`config.mk`:
```
export PLATFORM = sky130hd
export DESIGN_NAME = plc_div
export DESIGN_NICKNAME = d
export VERILOG_FILES = /design/src/sv/plc_pkg.sv /design/src/sv/plc_div.sv
export SDC_FILE = /design/constraint.sdc
export NUM_CORES = 1
export LEC_CHECK = 0
export BUFFER_PORTS_ARGS = -buffer_cell sky130_fd_sc_hd__buf_2
export CORE_ASPECT_RATIO = 2
export CORE_UTILIZATION = 59
export CTS_CLUSTER_DIAMETER = 60
export DETAILED_ROUTE_END_ITERATION = 10
export GPL_TIMING_DRIVEN = 0
export MAX_ROUTING_LAYER = met4
export PLACE_DENSITY_LB_ADDON = 0.3
export SKIP_LAST_GASP = 1
export SYNTH_ARGS = -nofsm -noshare
export SYNTH_HDL_FRONTEND = slang
export SYNTH_SLANG_ARGS = --single-unit
```
`constraint.sdc`:
```
create_clock -name clk -period 9.7 [get_ports clk]
set_clock_uncertainty 0.1 [all_clocks]
set_input_delay 1.455 -clock clk [delete_from_list [all_inputs] [get_ports clk]]
set_output_delay 1.455 -clock clk [all_outputs]
set_load 0.05 [all_outputs]
```
`src/sv/plc_pkg.sv`:
```
`default_nettype none

package plc_pkg;

  // table size and derived widths
  localparam int MAX_POINTS  = 16;
  localparam int IDX_W       = $clog2(MAX_POINTS);
  localparam int CNT_W       = $clog2(MAX_POINTS + 1);
  localparam int COUNT_OUT_W = 5;

  // iterative divider: one quotient bit per step
  localparam int DIV_STEPS = 32;
  localparam int DIV_CNT_W = $clog2(DIV_STEPS);

  // command codes
  localparam logic CMD_APPEND   = 1'b0;
  localparam logic CMD_EVALUATE = 1'b1;

  // status codes
  localparam logic STATUS_OK      = 1'b0;
  localparam logic STATUS_DROPPED = 1'b1;

  typedef struct packed {
    logic              command;
    logic signed [31:0] x_value;
    logic signed [31:0] y_value;
  } in_item_t;

  typedef struct packed {
    logic signed [31:0]     curve_value;
    logic [30:0]            max_y;
    logic                   status;
    logic [COUNT_OUT_W-1:0] point_count;
  } out_item_t;

endpackage

`default_nettype wire

```
`src/sv/plc_div.sv`:
```
`default_nettype none

// restoring divider, 64 by 32 bits, quotient known to fit in 32 bits
module plc_div
  import plc_pkg::*;
(
  input  logic        clk,
  input  logic        rst_n,
  input  logic        start,
  input  logic [63:0] dividend,
  input  logic [31:0] divisor,
  output logic        done,
  output logic [31:0] quotient
);

  logic [31:0]          rem_r, rem_nxt;
  logic [31:0]          lo_r, lo_nxt;
  logic [31:0]          den_r;
  logic [DIV_CNT_W-1:0] cnt_r, cnt_nxt;
  logic                 busy_r, busy_nxt;
  logic                 done_r, done_nxt;
  logic [32:0]          trial;
  logic [32:0]          diff;
  logic                 fits;

  assign trial = {rem_r, lo_r[31]};
  assign diff  = trial - {1'b0, den_r};
  assign fits  = trial >= {1'b0, den_r};

  always_comb begin
    rem_nxt  = rem_r;
    lo_nxt   = lo_r;
    cnt_nxt  = cnt_r;
    busy_nxt = busy_r;
    done_nxt = 1'b0;
    if (start) begin
      rem_nxt  = dividend[63:32];
      lo_nxt   = dividend[31:0];
      cnt_nxt  = '0;
      busy_nxt = 1'b1;
    end else if (busy_r) begin
      rem_nxt = fits ? diff[31:0] : trial[31:0];
      lo_nxt  = {lo_r[30:0], fits};
      cnt_nxt = cnt_r + 1'b1;
      if (cnt_r == DIV_CNT_W'(DIV_STEPS - 1)) begin
        busy_nxt = 1'b0;
        done_nxt = 1'b1;
      end
    end
  end

  always_ff @(posedge clk) begin
    if (!rst_n) begin
      busy_r <= 1'b0;
      done_r <= 1'b0;
      cnt_r  <= '0;
    end else begin
      busy_r <= busy_nxt;
      done_r <= done_nxt;
      cnt_r  <= cnt_nxt;
    end
  end

  always_ff @(posedge clk) begin
    rem_r <= rem_nxt;
    lo_r  <= lo_nxt;
    if (start) begin
      den_r <= divisor;
    end
  end

  assign done     = done_r;
  assign quotient = lo_r;

endmodule

`default_nettype wire

```
# Yosys cells after proc, flatten, opt, wreduce, memory -nomap -nowiden
# Index checks and enable logic that the tools add are counted.
# W data, S select, Z words.
[word_totals] reg_bits=103 out_inout_bits=33
[classes] n_addsub=2 n_lt_le_gt_ge=1 eq_ne=1 mux=9 n_bitwise=2 reduce_logical=3
[op_table] operator="$mux W32" count=5
[op_table] operator="$ge A33 B32 Y1" count=1
[op_table] operator="$sub A32 B32 Y32" count=1
[op_table] operator="$add A5 B1 Y5 const B" count=1
[op_table] operator="$eq A5 B5 Y1 const B" count=1
[op_table] operator="$mux W1" count=4
[op_table] operator="$reduce_or A3 Y1" count=1
[op_table] operator="$not A1 Y1" count=2
[op_table] operator="$reduce_bool A2 Y1" count=1
[op_table] operator="$reduce_or A2 Y1" count=1

# Longest topological paths before layout
[logic_depth] ltp_word=4 mapped_depth=14

# Worst setup path before layout
# Ideal clock, no wire load.
[synth_path] path_kind="reg-to-reg" start="register lo_r[31], in the netlist quotient[31]" end="register rem_r[30], data pin" t_arrival_ns=3.008 required_time_ns=9.326 setup_slack_ns=6.318 stages_incl_launch_ff=14 period_less_slack_ns=3.382 path_cell_list="edfxtp_1 inv_1 ha_1 inv_1 fa_1 a21o_1 a221oi_1 or3_4 a2111oi_4 a2111oi_2 o21ai_0 xor2_1 nand2_1 a31oi_1"
[synth_via] elab_chain_cells=4 elab_cells_between_ends=5
[synth_lines] element="start: declaration" line="plc_div.sv:17" source="logic [31:0] lo_r, lo_nxt;"
[synth_lines] element="start signal: assignment" line="plc_div.sv:66" source="lo_r <= lo_nxt;"
[synth_lines] element="$sub A32 B32 Y32 or $ge A33 B32 Y1 (tied branches)" line="plc_div.sv:27, plc_div.sv:28"
[synth_lines] element="$mux W32 *" line="plc_div.sv:42" source="rem_nxt = fits ? diff[31:0] : trial[31:0];"
[synth_lines] element="$mux W32 *" line="plc_div.sv:41" source="end else if (busy_r) begin"
[synth_lines] element="$mux W32 *" line="plc_div.sv:36" source="if (start) begin"
[synth_lines] element="net rem_nxt[30]" line="plc_div.sv:16" source="logic [31:0] rem_r, rem_nxt;"
[synth_lines] element="end signal: assignment" line="plc_div.sv:65" source="rem_r <= rem_nxt;"
[synth_lines] element="end: declaration" line="plc_div.sv:16"
# The timed path passes the listed nets; every way through them passes the cells marked *. The select of a mux whose other input is x is not followed.
# A chain may end at the register's enable or synchronous reset.

# Worst setup path after layout
[layout_path] start="input start" end="register rem_r[14] (enable)"
[layout_via] elab_chain_cells=1
[layout_lines] element="start: declaration" line="plc_div.sv:9" source="input logic start,"
[layout_lines] element="$reduce_bool A2 Y1 (no source line)"
# No other way between the ends.

==> reports/results.txt <==
H-tree depth: 3
CTS resizes: 0
PD cells: 225 nW/µm²
nets: 822
HP Class: register to register
Worst VDD drop: 0.156 mV
Placer Congestion: 0.911
kind of end point of the critical path: register
Synth Instances: 546
hpwl dp: 10800 µm
fraction of layout cells with a size suffix above 1: 0.296
FF+latch count, synth: 103
vias in the first global route: 5094
asr flop ratio synth: 0
Slowest-stage cell, CP: or2_4
CTS Buf Count: 9
sequential-to-total area share from yosys stat: 0.504
Slew @ Worst Pin: 0.905 ns
WS Path Type: input pin to register
DRT iter0 DRCs: 287
area grow syn2layout: 18.8%
CTS tree: yes
CP required: 9.57 ns
Cell Rows: 51
initial antenna violation count: 0
Wirelength per Cell: 17.5 µm
Netlist cell types: 59
Post-Route Setup TNS: 0 ns
post-route ant nets: 0
# diodes: 0
f_max: 259 MHz
startpoint class of the critical path: input pin
dpl cell area: 6820 µm²
Synth Cell Area: 6000 µm²
Crit path max-delay family: buffers and inverters
Final Non-Filler Cells: 825
endpoints failing hold: 0
first-pass GRT wire length: 22700 µm
IO buf count: 131
clock sink count: 103
final setup fails: 0
pin count of the biggest net entering global routing: 65
Vias/cell: 5.81
RSZ-0062 raised after global routing: false
number of flops mapped to enable cells by yosys: 96
finished layout cell area: 7130 µm²
Tcrit/Tclk final: 0.398
Max stage delay on crit path: 0.82 ns
worst-path fanout max: 64
min cycle time layout: 3.86 ns
pre-CTS WS: 5.44 ns
Synth Flop Type: edfxtp_1
grt ovf: 0
IO Count: 132
Mean Syn Cell Area: 11.0 µm²
All-Layer GR Usage: 0.294
Floorplan Core Area: 9830 µm²
Clock Path Buffers: 2
Post-route DRC: 0
DRT Pass-1 Iters: 5
status: finished clean
Slew Viols, Final: 0
slew margin rel.: 0.396
worst path bufs/invs: 3
full die area: 10600 µm²
CTS Hold Buffers Added: 0
starting density of the core: 0.611
CTS root buffer: clkbuf_16
Clock Latency Late Sink: 0.35 ns
DIE WIDTH: 73.3 µm
wirelength, routed: 14400 µm
vias: 4797
postcts setup bufs: 0
MaxCap Viol Count: 0
CP arrival: 3.73 ns
register clock-pin slew on the reported worst setup and hold paths: 0.07 ns
R2R Setup Slk: 5.91 ns
# fillers: 755
P_leak: 0.00308 µW
placed insts: 809
die height: 145 µm
Ys Warns: 0
worst setup margin: 5.84 ns
CP Cell Sequence: buf_2 -> buf_4 -> clkbuf_1 -> or2_4
Mapped Nets: 680
==> stage by stage <==
step	hold WS [ns]	util	power [µW]
6_report	0.411	0.725	1610
5_1_grt	0.480	0.725	1690
4_1_cts	0.415	0.725	1600
3_5_place_dp	0.398	0.694	1230
3_3_place_gp	0.382	0.694	1210
2_1_floorplan	0.367	-	1080
==> metal layers <==
layer | share of wire | track usage | up-vias
met5 | 0 | - | -
met4 | 0.046 | 0.180 | 0
met3 | 0.049 | 0.0564 | 56
met2 | 0.55 | 0.540 | 190
met1 | 0.35 | 0.272 | 2261
li1 | - | - | 2290
==> where the power goes <==
group / switching (µW) / internal (µW)
registers: 32.4 / 567
logic: 379 / 250
clock network: 173 / 205
total: 584 / 1020
==> path summary, 6_finish.rpt <==
path / from / endpoint / depth (start not counted)
hold / removal: cnt_r[4] / cnt_r[4] / 2
setup / recovery: start / rem_r[14] / 4
setup reg to reg: rem_r[3] / rem_r[15] / 12
hold reg to reg: cnt_r[4] / cnt_r[4] / 2
==> sequential cells by signal (all words and copies together) (netlist names) <==
register,count
done,1
quotient,32
rem_r,32
cnt_r,5
den_r,32
busy_r,1
==> placed cells by master, fill, tap and decap left out, drive strengths merged, types with 3 or more instances in the layout <==
master,Yosys,layout
a21oi,34,34
or2,3,3
o21ai,21,21
nor2,43,43
nand3,8,8
a211oi,3,3
buf,10,141
a21o,14,14
nand4,4,4
and3,3,3
a2bb2oi,3,3
mux2i,7,7
a2111oi,3,3
mux2,33,33
dfxtp,7,7
a211o,3,3
inv,44,47
nand2,61,61
o21bai,3,3
o21a,3,3
and4,3,3
a31oi,25,25
ha,34,34
clkbuf,11,21
edfxtp,96,96
nor3,6,6
o2bb2ai,3,3
xor2,8,8
xnor2,18,18
==> worst register-to-register path: stages (launching register included) <==
cell,delay (ns)
edfxtp_1,0.43
ha_1,0.39
a21o_1,0.20
a31oi_1,0.27
nand3_1,0.14
a221oi_2,0.49
o21ai_1,0.18
o31a_1,0.43
or2_1,0.28
buf_4,0.20
buf_4,0.20
nand2_1,0.06
a31oi_1,0.11
==> cells by family after synthesis <==
logic type | count (synthesis) | synth area share
xor gates and xnor gates | 26 | 0.0380
and+or+nand+nor | 145 | 0.111
adders and majority gates | 35 | 0.0742
AOI/OAI and AO/OA | 132 | 0.154
muxes | 40 | 0.0736
DFF | 103 | 0.504
buffers and inverters | 65 | 0.0453
==> synthesized netlist by cell type (8+ instances only) <==
| cell type | number | area, µm² |
|---|---|---|
| a21o_1 | 14 | 105 |
| a21oi_1 | 34 | 170 |
| a31oi_1 | 25 | 156 |
| clkbuf_1 | 11 | 41.3 |
| edfxtp_1 | 96 | 2880 |
| ha_1 | 34 | 425 |
| inv_1 | 44 | 165 |
| mux2_2 | 33 | 372 |
| nand2_1 | 61 | 229 |
| nand3_1 | 8 | 40.0 |
| nor2_1 | 42 | 158 |
| o21ai_0 | 19 | 95.1 |
| xnor2_1 | 18 | 158 |
| xor2_1 | 8 | 70.1 |
==> final cells by class <==
type	instances	area, µm²	area share
repair buffers	131	656	0.0920
flip-flops and latches	103	3020	0.424
clock buffers	10	229	0.0321
multi-input cells	378	2710	0.380
well taps	132	165	0.0232
plain buffers	21	106	0.0149
clock inverters	6	75.1	0.0105
inverters	44	165	0.0232
Power figures use the tool's default switching activity.
